===== src/sv/rcj_pkg.sv =====
// shared types, constants and helpers for the rc joystick accumulator rotator
package rcj_pkg;

    // configuration port geometry
    localparam int APB_AW = 4;
    localparam int APB_DW = 32;

    // register indexes
    localparam logic [1:0] REG_ROUTE_ENABLE     = 2'd0;
    localparam logic [1:0] REG_CHANNELS_PRESENT = 2'd1;
    localparam logic [1:0] REG_VECTOR_MIN       = 2'd2;
    localparam logic [1:0] REG_VECTOR_MAX       = 2'd3;

    // register reset values
    localparam logic               RST_ROUTE_ENABLE     = 1'b0;
    localparam logic               RST_CHANNELS_PRESENT = 1'b1;
    localparam logic signed [15:0] RST_VECTOR_MIN       = -16'sd1000;
    localparam logic [14:0]        RST_VECTOR_MAX       = 15'd1000;

    // status codes
    localparam logic [1:0] ST_APPLIED     = 2'd0;
    localparam logic [1:0] ST_NOT_ROUTED  = 2'd1;
    localparam logic [1:0] ST_NO_CHANNELS = 2'd2;

    // command codes
    localparam logic CMD_MOVE = 1'b0;
    localparam logic CMD_ABS  = 1'b1;

    // 45 degree rotation: floor(707 * m / 1000) by reciprocal with one correction
    localparam int ROT_MAG_W = 17;
    localparam int ROT_N_W   = 26;
    localparam int ROT_RW    = 17;
    localparam int ROT_P_W   = ROT_N_W + ROT_RW;
    localparam logic [9:0]         ROT_NUM   = 10'd707;
    localparam logic [ROT_N_W-1:0] ROT_DEN   = ROT_N_W'(1000);
    localparam logic [ROT_RW-1:0]  ROT_RECIP = ROT_RW'((64'd1 << ROT_N_W) / 64'd1000);

    typedef struct packed {
        logic               route_enable;
        logic               channels_present;
        logic signed [15:0] vector_min;
        logic [14:0]        vector_max;
    } cfg_t;

    // request between front and back, already classified
    typedef struct packed {
        logic [1:0]         status;
        logic               command;
        logic signed [15:0] x_value;
        logic signed [15:0] y_value;
        logic [31:0]        time_ms;
    } item_t;

    typedef struct packed {
        logic [1:0]         status;
        logic signed [15:0] out_x;
        logic signed [15:0] out_y;
    } result_t;

    // raise to lo, then lower to hi
    function automatic logic signed [15:0] clamp_axis(
        input logic signed [31:0] v,
        input logic signed [15:0] lo,
        input logic [14:0]        hi
    );
        logic signed [31:0] t;
        logic signed [31:0] lo_w;
        logic signed [31:0] hi_w;
        lo_w = 32'(lo);
        hi_w = {17'd0, hi};
        t = v;
        if (t < lo_w)
        begin
            t = lo_w;
        end
        if (t > hi_w)
        begin
            t = hi_w;
        end
        return t[15:0];
    endfunction

endpackage


===== src/sv/rcj_queue.sv =====
// two-entry queue used between the block's parts
module rcj_queue #(
    parameter int W = 8
) (
    input  logic         clk,
    input  logic         rst_n,
    input  logic         push,
    input  logic [W-1:0] wdata,
    output logic         full,
    input  logic         pop,
    output logic [W-1:0] rdata,
    output logic         empty
);
    localparam int DEPTH = 2;
    localparam int PW    = $clog2(DEPTH);
    localparam int CW    = $clog2(DEPTH + 1);

    logic [W-1:0]  mem_reg [DEPTH];
    logic [PW-1:0] wr_ptr_reg;
    logic [PW-1:0] rd_ptr_reg;
    logic [CW-1:0] cnt_reg;
    logic [PW-1:0] wr_ptr_next;
    logic [PW-1:0] rd_ptr_next;
    logic [CW-1:0] cnt_next;
    logic          do_push;
    logic          do_pop;

    // flags and head
    assign full    = (cnt_reg == CW'(DEPTH));
    assign empty   = (cnt_reg == '0);
    assign rdata   = mem_reg[rd_ptr_reg];
    assign do_push = push && !full;
    assign do_pop  = pop && !empty;

    // pointer and count update
    always_comb
    begin
        wr_ptr_next = wr_ptr_reg;
        rd_ptr_next = rd_ptr_reg;
        cnt_next    = cnt_reg;
        if (do_push)
        begin
            wr_ptr_next = wr_ptr_reg + PW'(1);
        end
        if (do_pop)
        begin
            rd_ptr_next = rd_ptr_reg + PW'(1);
        end
        if (do_push && !do_pop)
        begin
            cnt_next = cnt_reg + CW'(1);
        end
        else if (do_pop && !do_push)
        begin
            cnt_next = cnt_reg - CW'(1);
        end
    end

    always_ff @(posedge clk or negedge rst_n)
    begin
        if (!rst_n)
        begin
            wr_ptr_reg <= '0;
            rd_ptr_reg <= '0;
            cnt_reg    <= '0;
        end
        else
        begin
            wr_ptr_reg <= wr_ptr_next;
            rd_ptr_reg <= rd_ptr_next;
            cnt_reg    <= cnt_next;
        end
    end

    // storage
    always_ff @(posedge clk)
    begin
        if (do_push)
        begin
            mem_reg[wr_ptr_reg] <= wdata;
        end
    end

endmodule


===== src/sv/rcj_regs.sv =====
// configuration registers behind the apb port
module rcj_regs (
    input  logic                         clk,
    input  logic                         rst_n,
    input  logic                         psel,
    input  logic                         penable,
    input  logic                         pwrite,
    input  logic [rcj_pkg::APB_AW-1:0]   paddr,
    input  logic [rcj_pkg::APB_DW-1:0]   pwdata,
    output logic [rcj_pkg::APB_DW-1:0]   prdata,
    output logic                         pready,
    output rcj_pkg::cfg_t                cfg
);
    import rcj_pkg::*;

    cfg_t       cfg_reg;
    cfg_t       cfg_next;
    logic       wr_en;
    logic [1:0] idx;

    assign pready = 1'b1;
    assign wr_en  = psel && penable && pwrite;
    assign idx    = paddr[3:2];
    assign cfg    = cfg_reg;

    // register write decode
    always_comb
    begin
        cfg_next = cfg_reg;
        if (wr_en)
        begin
            case (idx)
                REG_ROUTE_ENABLE:     cfg_next.route_enable     = pwdata[0];
                REG_CHANNELS_PRESENT: cfg_next.channels_present = pwdata[0];
                REG_VECTOR_MIN:       cfg_next.vector_min       = pwdata[15:0];
                REG_VECTOR_MAX:       cfg_next.vector_max       = pwdata[14:0];
                default:              cfg_next = cfg_reg;
            endcase
        end
    end

    always_ff @(posedge clk or negedge rst_n)
    begin
        if (!rst_n)
        begin
            cfg_reg.route_enable     <= RST_ROUTE_ENABLE;
            cfg_reg.channels_present <= RST_CHANNELS_PRESENT;
            cfg_reg.vector_min       <= RST_VECTOR_MIN;
            cfg_reg.vector_max       <= RST_VECTOR_MAX;
        end
        else
        begin
            cfg_reg <= cfg_next;
        end
    end

    // read mux
    always_comb
    begin
        case (idx)
            REG_ROUTE_ENABLE:     prdata = {31'd0, cfg_reg.route_enable};
            REG_CHANNELS_PRESENT: prdata = {31'd0, cfg_reg.channels_present};
            REG_VECTOR_MIN:       prdata = {{16{cfg_reg.vector_min[15]}}, cfg_reg.vector_min};
            REG_VECTOR_MAX:       prdata = {17'd0, cfg_reg.vector_max};
            default:              prdata = '0;
        endcase
    end

endmodule


===== src/sv/rcj_front.sv =====
// front end: accepts pointer events and classifies them
module rcj_front (
    input  logic               push,
    output logic               full,
    input  logic               command,
    input  logic signed [15:0] x_value,
    input  logic signed [15:0] y_value,
    input  logic [31:0]        time_ms,
    input  rcj_pkg::cfg_t      cfg,
    input  logic               q_full,
    output logic               q_push,
    output rcj_pkg::item_t     q_item
);
    import rcj_pkg::*;

    assign full   = q_full;
    assign q_push = push && !q_full;

    // refusal checks, channel check first
    always_comb
    begin
        q_item.command = command;
        q_item.x_value = x_value;
        q_item.y_value = y_value;
        q_item.time_ms = time_ms;
        if (!cfg.channels_present)
        begin
            q_item.status = ST_NO_CHANNELS;
        end
        else if ((command == CMD_MOVE) && !cfg.route_enable)
        begin
            q_item.status = ST_NOT_ROUTED;
        end
        else
        begin
            q_item.status = ST_APPLIED;
        end
    end

endmodule


===== src/sv/rcj_back.sv =====
// back end: decay, accumulate, rotate and clamp sequencer
module rcj_back #(
    parameter int GAIN              = 3,
    parameter int DECAY_INTERVAL_MS = 50,
    parameter int DECAY_AMOUNT      = 30
) (
    input  logic             clk,
    input  logic             rst_n,
    input  rcj_pkg::cfg_t    cfg,
    input  rcj_pkg::item_t   in_item,
    input  logic             in_empty,
    output logic             in_pop,
    input  logic             out_full,
    output logic             out_push,
    output rcj_pkg::result_t out_res
);
    import rcj_pkg::*;

    // decay quotient bounds: any quotient from QMAX up clears an axis
    localparam int     QMAX    = 32768 / DECAY_AMOUNT + 1;
    localparam longint SAT_LIM = longint'(QMAX) * DECAY_INTERVAL_MS;
    localparam int     EW      = $clog2(SAT_LIM);
    localparam int     RW      = EW + 1;
    localparam int     QW      = $clog2(QMAX + 1);
    localparam int     AW      = $clog2(longint'(QMAX) * DECAY_AMOUNT + 1);
    localparam int     GXW     = 16 + $clog2(GAIN + 1);
    localparam longint RECIP   = (longint'(1) << EW) / DECAY_INTERVAL_MS;

    localparam logic [31:0]           SAT_LIM_V = 32'(SAT_LIM);
    localparam logic [RW-1:0]         RECIP_V   = RW'(RECIP);
    localparam logic [EW-1:0]         DI_V      = EW'(DECAY_INTERVAL_MS);
    localparam logic [QW-1:0]         QMAX_V    = QW'(QMAX);
    localparam logic [AW-1:0]         DA_V      = AW'(DECAY_AMOUNT);
    localparam logic signed [GXW-1:0] GAIN_V    = GXW'(GAIN);

    // sequencer codes
    localparam logic [3:0] S_IDLE = 4'd0;
    localparam logic [3:0] S_DEC1 = 4'd1;
    localparam logic [3:0] S_DEC2 = 4'd2;
    localparam logic [3:0] S_DEC3 = 4'd3;
    localparam logic [3:0] S_ACC  = 4'd4;
    localparam logic [3:0] S_ROT1 = 4'd5;
    localparam logic [3:0] S_ROT2 = 4'd6;
    localparam logic [3:0] S_ROT3 = 4'd7;
    localparam logic [3:0] S_ROT4 = 4'd8;
    localparam logic [3:0] S_DONE = 4'd9;

    // saturating decay of one axis toward zero
    function automatic logic signed [15:0] decay_axis(
        input logic signed [15:0] a,
        input logic [AW-1:0]      amt
    );
        logic signed [17:0] aw;
        logic signed [17:0] amt_w;
        logic [16:0]        mag;
        logic signed [17:0] res;
        aw    = 18'(a);
        amt_w = 18'(amt);
        mag   = a[15] ? 17'(-aw) : 17'(aw);
        res   = a[15] ? (aw + amt_w) : (aw - amt_w);
        if (mag > 17'(amt))
        begin
            return res[15:0];
        end
        return 16'sd0;
    endfunction

    // control state
    logic [3:0]         state_reg;
    logic [3:0]         state_next;
    logic signed [15:0] acc_x_reg;
    logic signed [15:0] acc_y_reg;
    logic [31:0]        last_time_reg;
    logic signed [15:0] acc_x_next;
    logic signed [15:0] acc_y_next;
    logic [31:0]        last_time_next;

    // payload pipeline registers
    item_t                 item_reg;
    logic [EW-1:0]         e_reg;
    logic                  sat_reg;
    logic [EW+RW-1:0]      prod_reg;
    logic [QW-1:0]         q0_reg;
    logic [EW-1:0]         chk_reg;
    logic [AW-1:0]         amt_reg;
    logic signed [GXW-1:0] gx_reg;
    logic signed [GXW-1:0] gy_reg;
    logic signed [15:0]    vx_reg;
    logic signed [15:0]    vy_reg;
    logic [1:0]            neg_reg;
    logic [ROT_N_W-1:0]    n_reg    [2];
    logic [ROT_P_W-1:0]    rp_reg   [2];
    logic [ROT_MAG_W-1:0]  rq0_reg  [2];
    logic [ROT_N_W-1:0]    rchk_reg [2];
    result_t               res_reg;

    // combinational helpers
    logic [31:0]           elapsed;
    logic                  sat;
    logic [EW-1:0]         e_clip;
    logic [QW-1:0]         q0;
    logic [EW-1:0]         rem;
    logic [QW-1:0]         q_sel;
    logic signed [15:0]    dec_x;
    logic signed [15:0]    dec_y;
    logic signed [31:0]    sum_x;
    logic signed [31:0]    sum_y;
    logic signed [16:0]    rot_s [2];
    logic [ROT_MAG_W-1:0]  rot_m [2];
    logic [ROT_N_W-1:0]    rot_r [2];
    logic [ROT_MAG_W-1:0]  rot_q [2];
    logic signed [31:0]    rot_w [2];
    logic signed [31:0]    rot_v [2];

    assign in_pop   = (state_reg == S_IDLE) && !in_empty;
    assign out_push = (state_reg == S_DONE) && !out_full;
    assign out_res  = res_reg;

    // elapsed time, clipped where the decay surely clears both axes
    assign elapsed = item_reg.time_ms - last_time_reg;
    assign sat     = (elapsed >= SAT_LIM_V);
    assign e_clip  = sat ? '0 : elapsed[EW-1:0];

    // quotient correction
    assign q0    = prod_reg[EW +: QW];
    assign rem   = e_reg - chk_reg;
    assign q_sel = sat_reg ? QMAX_V : (q0_reg + QW'(rem >= DI_V));

    // decay, add scaled delta, clamp
    assign dec_x = decay_axis(acc_x_reg, amt_reg);
    assign dec_y = decay_axis(acc_y_reg, amt_reg);
    assign sum_x = 32'(dec_x) + 32'(gx_reg);
    assign sum_y = 32'(dec_y) + 32'(gy_reg);

    // rotation lanes: lane 0 is x+y, lane 1 is y-x
    always_comb
    begin
        rot_s[0] = 17'(vx_reg) + 17'(vy_reg);
        rot_s[1] = 17'(vy_reg) - 17'(vx_reg);
        for (int i = 0; i < 2; i++)
        begin
            rot_m[i] = rot_s[i][16] ? 17'(-rot_s[i]) : 17'(rot_s[i]);
            rot_r[i] = n_reg[i] - rchk_reg[i];
            rot_q[i] = rq0_reg[i] + ROT_MAG_W'(rot_r[i] >= ROT_DEN);
            rot_w[i] = {15'd0, rot_q[i]};
            rot_v[i] = neg_reg[i] ? -rot_w[i] : rot_w[i];
        end
    end

    // sequencer and accumulator state
    always_comb
    begin
        state_next     = state_reg;
        acc_x_next     = acc_x_reg;
        acc_y_next     = acc_y_reg;
        last_time_next = last_time_reg;
        case (state_reg)
            S_IDLE:
            begin
                if (!in_empty)
                begin
                    if (in_item.status != ST_APPLIED)
                    begin
                        state_next = S_DONE;
                    end
                    else if (in_item.command == CMD_MOVE)
                    begin
                        state_next = S_DEC1;
                    end
                    else
                    begin
                        state_next = S_ROT1;
                    end
                end
            end
            S_DEC1: state_next = S_DEC2;
            S_DEC2: state_next = S_DEC3;
            S_DEC3: state_next = S_ACC;
            S_ACC:
            begin
                acc_x_next     = clamp_axis(sum_x, cfg.vector_min, cfg.vector_max);
                acc_y_next     = clamp_axis(sum_y, cfg.vector_min, cfg.vector_max);
                last_time_next = item_reg.time_ms;
                state_next     = S_ROT1;
            end
            S_ROT1: state_next = S_ROT2;
            S_ROT2: state_next = S_ROT3;
            S_ROT3: state_next = S_ROT4;
            S_ROT4: state_next = S_DONE;
            S_DONE:
            begin
                if (!out_full)
                begin
                    state_next = S_IDLE;
                end
            end
            default: state_next = S_IDLE;
        endcase
    end

    always_ff @(posedge clk or negedge rst_n)
    begin
        if (!rst_n)
        begin
            state_reg     <= S_IDLE;
            acc_x_reg     <= '0;
            acc_y_reg     <= '0;
            last_time_reg <= '0;
        end
        else
        begin
            state_reg     <= state_next;
            acc_x_reg     <= acc_x_next;
            acc_y_reg     <= acc_y_next;
            last_time_reg <= last_time_next;
        end
    end

    // datapath registers, loaded per sequencer step
    always_ff @(posedge clk)
    begin
        case (state_reg)
            S_IDLE:
            begin
                item_reg        <= in_item;
                vx_reg          <= in_item.x_value;
                vy_reg          <= in_item.y_value;
                res_reg.status  <= in_item.status;
                res_reg.out_x   <= '0;
                res_reg.out_y   <= '0;
            end
            S_DEC1:
            begin
                e_reg    <= e_clip;
                sat_reg  <= sat;
                prod_reg <= (EW+RW)'(e_clip) * (EW+RW)'(RECIP_V);
                gx_reg   <= GXW'(item_reg.x_value) * GAIN_V;
                gy_reg   <= GXW'(item_reg.y_value) * GAIN_V;
            end
            S_DEC2:
            begin
                q0_reg  <= q0;
                chk_reg <= EW'(q0) * DI_V;
            end
            S_DEC3:
            begin
                amt_reg <= AW'(q_sel) * DA_V;
            end
            S_ACC:
            begin
                vx_reg <= acc_x_next;
                vy_reg <= acc_y_next;
            end
            S_ROT1:
            begin
                for (int i = 0; i < 2; i++)
                begin
                    n_reg[i]   <= ROT_N_W'(rot_m[i]) * ROT_N_W'(ROT_NUM);
                    neg_reg[i] <= rot_s[i][16];
                end
            end
            S_ROT2:
            begin
                for (int i = 0; i < 2; i++)
                begin
                    rp_reg[i] <= ROT_P_W'(n_reg[i]) * ROT_P_W'(ROT_RECIP);
                end
            end
            S_ROT3:
            begin
                for (int i = 0; i < 2; i++)
                begin
                    rq0_reg[i]  <= rp_reg[i][ROT_P_W-1:ROT_N_W];
                    rchk_reg[i] <= ROT_N_W'(rp_reg[i][ROT_P_W-1:ROT_N_W]) * ROT_DEN;
                end
            end
            S_ROT4:
            begin
                res_reg.status <= ST_APPLIED;
                res_reg.out_x  <= clamp_axis(rot_v[0], cfg.vector_min, cfg.vector_max);
                res_reg.out_y  <= clamp_axis(rot_v[1], cfg.vector_min, cfg.vector_max);
            end
            default:
            begin
                res_reg <= res_reg;
            end
        endcase
    end

endmodule


===== src/sv/rc_joystick_accumulator_rotator_unit.sv =====
// top level of the rc joystick accumulator rotator
//
// Pointer events enter through a queue-style port: an event is taken on a
// clock edge with push high and full low. Results leave the same way: the
// oldest result sits on status/out_x/out_y while empty is low and is taken
// on an edge with pop high. One result comes out per event, in order.
// A relative move decays, accumulates and clamps the stored axes, then the
// vector is rotated by 45 degrees and clamped; an absolute event is rotated
// directly. Refused events give status 1 or 2 with zero axes.
// A two-entry queue sits between the classifying front end and the
// sequencer, and another holds finished results. When the receiver stalls,
// results wait in the result queue; once it is full the sequencer holds and
// full rises as soon as the request queue has filled behind it.
// The sequencer handles one event at a time. A relative move steps
// through load (S_IDLE), the decay quotient (S_DEC1 to S_DEC3),
// accumulate (S_ACC), the rotation multiplies (S_ROT1 to S_ROT4) and
// hand-off (S_DONE); an absolute event skips the decay and accumulate
// states, and a refused event goes from load straight to hand-off.
// Reset clears the queues, the accumulator and the last move time and
// returns the registers to their defaults; no clearing pass is needed.
module rc_joystick_accumulator_rotator_unit #(
    parameter int GAIN              = 3,
    parameter int DECAY_INTERVAL_MS = 50,
    parameter int DECAY_AMOUNT      = 30
) (
    input  logic                        clk,
    input  logic                        rst_n,
    input  logic                        psel,
    input  logic                        penable,
    input  logic                        pwrite,
    input  logic [rcj_pkg::APB_AW-1:0]  paddr,
    input  logic [rcj_pkg::APB_DW-1:0]  pwdata,
    output logic [rcj_pkg::APB_DW-1:0]  prdata,
    output logic                        pready,
    input  logic                        push,
    output logic                        full,
    input  logic                        command,
    input  logic signed [15:0]          x_value,
    input  logic signed [15:0]          y_value,
    input  logic [31:0]                 time_ms,
    output logic                        empty,
    input  logic                        pop,
    output logic [1:0]                  status,
    output logic signed [15:0]          out_x,
    output logic signed [15:0]          out_y
);
    import rcj_pkg::*;

    localparam int IW = $bits(item_t);
    localparam int RSW = $bits(result_t);

    cfg_t           cfg;
    logic           cq_full;
    logic           cq_push;
    item_t          cq_wr_item;
    logic [IW-1:0]  cq_rdata;
    item_t          cq_head;
    logic           cq_empty;
    logic           cq_pop;
    logic           rq_full;
    logic           rq_push;
    result_t        rq_wr_res;
    logic [RSW-1:0] rq_rdata;
    result_t        rq_head;

    // configuration registers
    rcj_regs u_regs (
        .clk     (clk),
        .rst_n   (rst_n),
        .psel    (psel),
        .penable (penable),
        .pwrite  (pwrite),
        .paddr   (paddr),
        .pwdata  (pwdata),
        .prdata  (prdata),
        .pready  (pready),
        .cfg     (cfg)
    );

    // front end classification
    rcj_front u_front (
        .push     (push),
        .full     (full),
        .command  (command),
        .x_value  (x_value),
        .y_value  (y_value),
        .time_ms  (time_ms),
        .cfg      (cfg),
        .q_full   (cq_full),
        .q_push   (cq_push),
        .q_item   (cq_wr_item)
    );

    // request queue between front and back
    rcj_queue #(
        .W (IW)
    ) u_cmd_q (
        .clk   (clk),
        .rst_n (rst_n),
        .push  (cq_push),
        .wdata (cq_wr_item),
        .full  (cq_full),
        .pop   (cq_pop),
        .rdata (cq_rdata),
        .empty (cq_empty)
    );

    assign cq_head = item_t'(cq_rdata);

    // back end sequencer
    rcj_back #(
        .GAIN              (GAIN),
        .DECAY_INTERVAL_MS (DECAY_INTERVAL_MS),
        .DECAY_AMOUNT      (DECAY_AMOUNT)
    ) u_back (
        .clk      (clk),
        .rst_n    (rst_n),
        .cfg      (cfg),
        .in_item  (cq_head),
        .in_empty (cq_empty),
        .in_pop   (cq_pop),
        .out_full (rq_full),
        .out_push (rq_push),
        .out_res  (rq_wr_res)
    );

    // result queue
    rcj_queue #(
        .W (RSW)
    ) u_res_q (
        .clk   (clk),
        .rst_n (rst_n),
        .push  (rq_push),
        .wdata (rq_wr_res),
        .full  (rq_full),
        .pop   (pop),
        .rdata (rq_rdata),
        .empty (empty)
    );

    assign rq_head = result_t'(rq_rdata);
    assign status  = rq_head.status;
    assign out_x   = rq_head.out_x;
    assign out_y   = rq_head.out_y;

endmodule

===== config.mk =====
export PLATFORM = sky130hd
export DESIGN_NAME = rc_joystick_accumulator_rotator_unit
export DESIGN_NICKNAME = d
export VERILOG_FILES = /design/src/sv/rcj_pkg.sv /design/src/sv/rcj_queue.sv /design/src/sv/rcj_regs.sv /design/src/sv/rcj_front.sv /design/src/sv/rcj_back.sv /design/src/sv/rc_joystick_accumulator_rotator_unit.sv
export SDC_FILE = /design/constraint.sdc
export NUM_CORES = 2
export LEC_CHECK = 0
export BUFFER_PORTS_ARGS = -buffer_cell sky130_fd_sc_hd__buf_2
export CORE_MARGIN = 10
export CORE_UTILIZATION = 50
export CTS_BUF_LIST = sky130_fd_sc_hd__clkbuf_4 sky130_fd_sc_hd__clkbuf_8 sky130_fd_sc_hd__clkbuf_16
export DETAILED_ROUTE_END_ITERATION = 16
export HOLD_SLACK_MARGIN = 0.03
export PLACE_DENSITY = 0.76
export SLEW_MARGIN = 25
export SYNTH_ARGS = -nofsm -noshare
export SYNTH_HDL_FRONTEND = slang
export SYNTH_SLANG_ARGS = --single-unit
export TNS_END_PERCENT = 5

===== constraint.sdc =====
create_clock -name clk -period 14.15 [get_ports clk]
set_input_delay 2.83 -clock clk [delete_from_list [all_inputs] [get_ports clk]]
set_output_delay 2.83 -clock clk [all_outputs]
set_load 0.005 [all_outputs]

==> results.sh <==
export IMPL_status="complete, no violations"
export IMPL_ff2ff_setup_slack_ns=2.56
export IMPL_cts_resized=0
export IMPL_path_max_fanout=30
export IMPL_max_slew_margin_rel=0.3209
export IMPL_cts_inserted_buffers=77
export IMPL_critical_path_max_stage_delay_ns=0.72
export IMPL_grt_max_degree=80
export IMPL_synth_fp_nets=8294
export IMPL_die_area_um2=152100
export IMPL_hold_buffers=0
export IMPL_fin_nets=8428
export IMPL_maxCapViolations=0
export IMPL_rsz0062_at_grt="false"
export IMPL_diodes=0
export IMPL_yosys_top_cells_area="edfxtp_1 26%, ha_1 22%, fa_1 11%, inv_1 5.1%, xnor2_1 4.2%"
export IMPL_holdCritPathClass="flip-flop to flip-flop"
export IMPL_cts_max_path_buffers=3
export IMPL_ys_types=97
export IMPL_cp_end_kind="flip-flop"
export IMPL_worstMarginPinSlew_ns=1.011
export IMPL_period_minus_slack_ns=11.59
export IMPL_hold_viol=0
export IMPL_grt_usage=0.2092
export IMPL_die_h_um=390.0
export IMPL_drt_iter0_markers=3504
export IMPL_root_buffer="clkbuf_16"
export IMPL_r2r_end="u_back.out_res[23]$_SDFFCE_PN0P_"
export IMPL_startpoint="u_back.n_reg[0][12]$_DFFE_PP_"
export IMPL_fillers=11535
export IMPL_synth_top_area_frac=0.2614
export IMPL_tns_ns=0
export IMPL_worstHoldStart="u_back.out_res[4]$_SDFFCE_PN0P_"
export IMPL_die_w_um=390.0
export IMPL_drt_wirelength_per_cell_um=18.87
export IMPL_crit_path_frequent_cell="ha_1"
export IMPL_finalCritPeriodShare=0.8193
export IMPL_ant_nets=0
export IMPL_hold_depth=0
export IMPL_num_io_pins=177
export IMPL_reg2reg_depth=42
export IMPL_largest_register_ffs=134
export IMPL_numPortBuffers=157
export IMPL_critical_path_endpoint="u_back.out_res[23]$_SDFFCE_PN0P_"
export IMPL_synth_edf_count=596
export IMPL_wl_met2_mm=77.28
export IMPL_synth_cell_area_um2=68460
export IMPL_routabilityCongestion=0.9350
export IMPL_path_class="flip-flop to flip-flop"
export IMPL_syn_area_per_cell_um2=10.39
export IMPL_maxSlewViolCount=0
export IMPL_core_area_um2=135800
export IMPL_yosysWarnings=0
export IMPL_async_reset_ff_frac=0.1546
export IMPL_htreeDepth=3
export IMPL_ys_seq_area_frac=0.3015
export IMPL_worst_hold_slack_ns=0.4426
export IMPL_r2r_start="u_back.n_reg[0][12]$_DFFE_PP_"
export IMPL_start_util=0.5041
export IMPL_netlist_instances=6586
export IMPL_cts_reportedPaths_clkPinSlew_ns=0.06
export IMPL_cts_tree="yes"
export IMPL_cts_setup_buffers=0
export IMPL_hpwl_mm=129.2
export IMPL_grt_pass1_vias=49330
export IMPL_area_delta_synth_final_pct=8.133
export IMPL_dr_wl_met3_mm=8.452
export IMPL_routed_wl_mm=161.6
export IMPL_setup_violations_final=0
export IMPL_drcViolationCount=0
export IMPL_vias=48884
export IMPL_worstPathArrival_ns=12.01
export IMPL_clk_latency_ns=0.70
export IMPL_fmax_mhz=86.26
export IMPL_synth_top_area_cell="edfxtp_1"
export IMPL_dr_pass1_iters=6
export IMPL_ys_flop_type="edfxtp_1"
export IMPL_grt_pass1_wl_mm=258.4
export IMPL_antenna_found_initial=2
export IMPL_clock_sinks=705
export IMPL_slowest_stage="or4_1"
export IMPL_grt_remaining_overflow=0
export IMPL_startpoint_type="flip-flop"
export IMPL_routed_top_layer="met5"
export IMPL_worstPathRequired_ns=14.57
export IMPL_core_rowCount=135
export IMPL_viasPerCell=5.709
export IMPL_clock_skew_ns=0.04543
export IMPL_drt_met1_wl_mm=69.57
export IMPL_drive_gt1_frac=0.08612
export IMPL_ys_seq_elements=705
worst min-delay path by stage:
stage	to	slack, ns
floorplan	u_res_q.mem_reg[0][0]$_DFFE_PP_	0.42
global placement	u_res_q.mem_reg[0][21]$_DFFE_PP_	0.42
detailed placement	u_res_q.mem_reg[0][4]$_DFFE_PP_	0.43
CTS	u_res_q.mem_reg[1][4]$_DFFE_PP_	0.44
global route	u_res_q.mem_reg[1][4]$_DFFE_PP_	0.45
finish	u_res_q.mem_reg[0][4]$_DFFE_PP_	0.44
layout make-up:
| cell class | instances | area (µm²) | share of cell area |
|---|---|---|---|
| Clock buffer | 97 | 2161 | 0.02919 |
| Clock inverter | 43 | 581.8 | 0.007860 |
| Inverter | 927 | 3480 | 0.04700 |
| Multi-Input combinational cell | 4814 | 43830 | 0.5921 |
| Sequential cell | 705 | 20640 | 0.2789 |
| Tap cell | 1781 | 2228 | 0.03010 |
| Timing Repair Buffer | 195 | 1097 | 0.01482 |
stage by stage:
step                      utilization  cell area (µm²)  setup WS [ns]  cells
after CTS                      0.5450            74010          2.742   8562
after global placement         0.5245            71230          2.962   8421
after global routing           0.5451            74030          1.738   8562
after detailed placement       0.5248            71270          2.789   8422
final                          0.5451            74030          2.557   8562
after floorplan                     -            68460          4.328   6586
cell usage after synthesis (all sizes together) (63+ instances only):
master	instances
ha	1216
inv	926
edfxtp	596
fa	384
nor2	381
a21oi	348
xnor2	326
nand2	283
o21ai	256
mux2	174
nand3	141
xor2	137
a21o	127
nor3	100
clkbuf	98
dfrtp	94
nand2b	72
nor2b	67
mux2i	66
o21a	66
o31ai	63
critical path, delay by kind of cell (launching register included):
kind,cells,cell delay [ns]
compound gates,21,5.61
xor+xnor,1,0.19
fa+ha+maj,5,1.74
buf+inv,1,0.33
flops,1,0.55
mux,4,0.91
simple gates,10,2.03
per-layer routing:
layer  vias up  global-route usage
met5         -                   0
li1      23431                   -
met4         2             0.07702
met3       330             0.03002
met1     23925              0.2690
met2      1196              0.3563
cells by family after synthesis:
logic type	Yosys count	share of synthesized area
other	1	0.00005478
buffers and inverters	1067	0.05997
xor gates and xnor gates	464	0.05956
and+or+nand+nor	1304	0.09224
muxes	241	0.03860
DFF	705	0.3015
adders and majority gates	1600	0.3345
AOI/OAI and AO/OA	1204	0.1135
layout by cell type (no fill, tap or decap), drive strengths merged, types with 17 or more instances in the layout:
master / instances
a2111oi: 17
o211ai: 24
nor2b: 67
o31ai: 63
a31oi: 46
edfxtp: 596
nand2b: 72
or2: 18
nand4: 60
xnor2: 326
a211oi: 36
clkinv: 23
and3: 46
o21bai: 48
inv: 931
mux2: 174
o31a: 20
dfrtp: 94
buf: 195
xor2: 137
a21o: 127
nor3: 100
o21ai: 256
nor2: 381
o21a: 66
clkbuf: 97
and2: 35
or3: 26
fa: 384
nand3: 141
nor4: 22
a21oi: 348
nand2: 283
mux2i: 66
ha: 1216
Power is left out: the tool's default activity adds up to more than one toggle a clock period on the data nets, which glitch-free logic cannot reach.
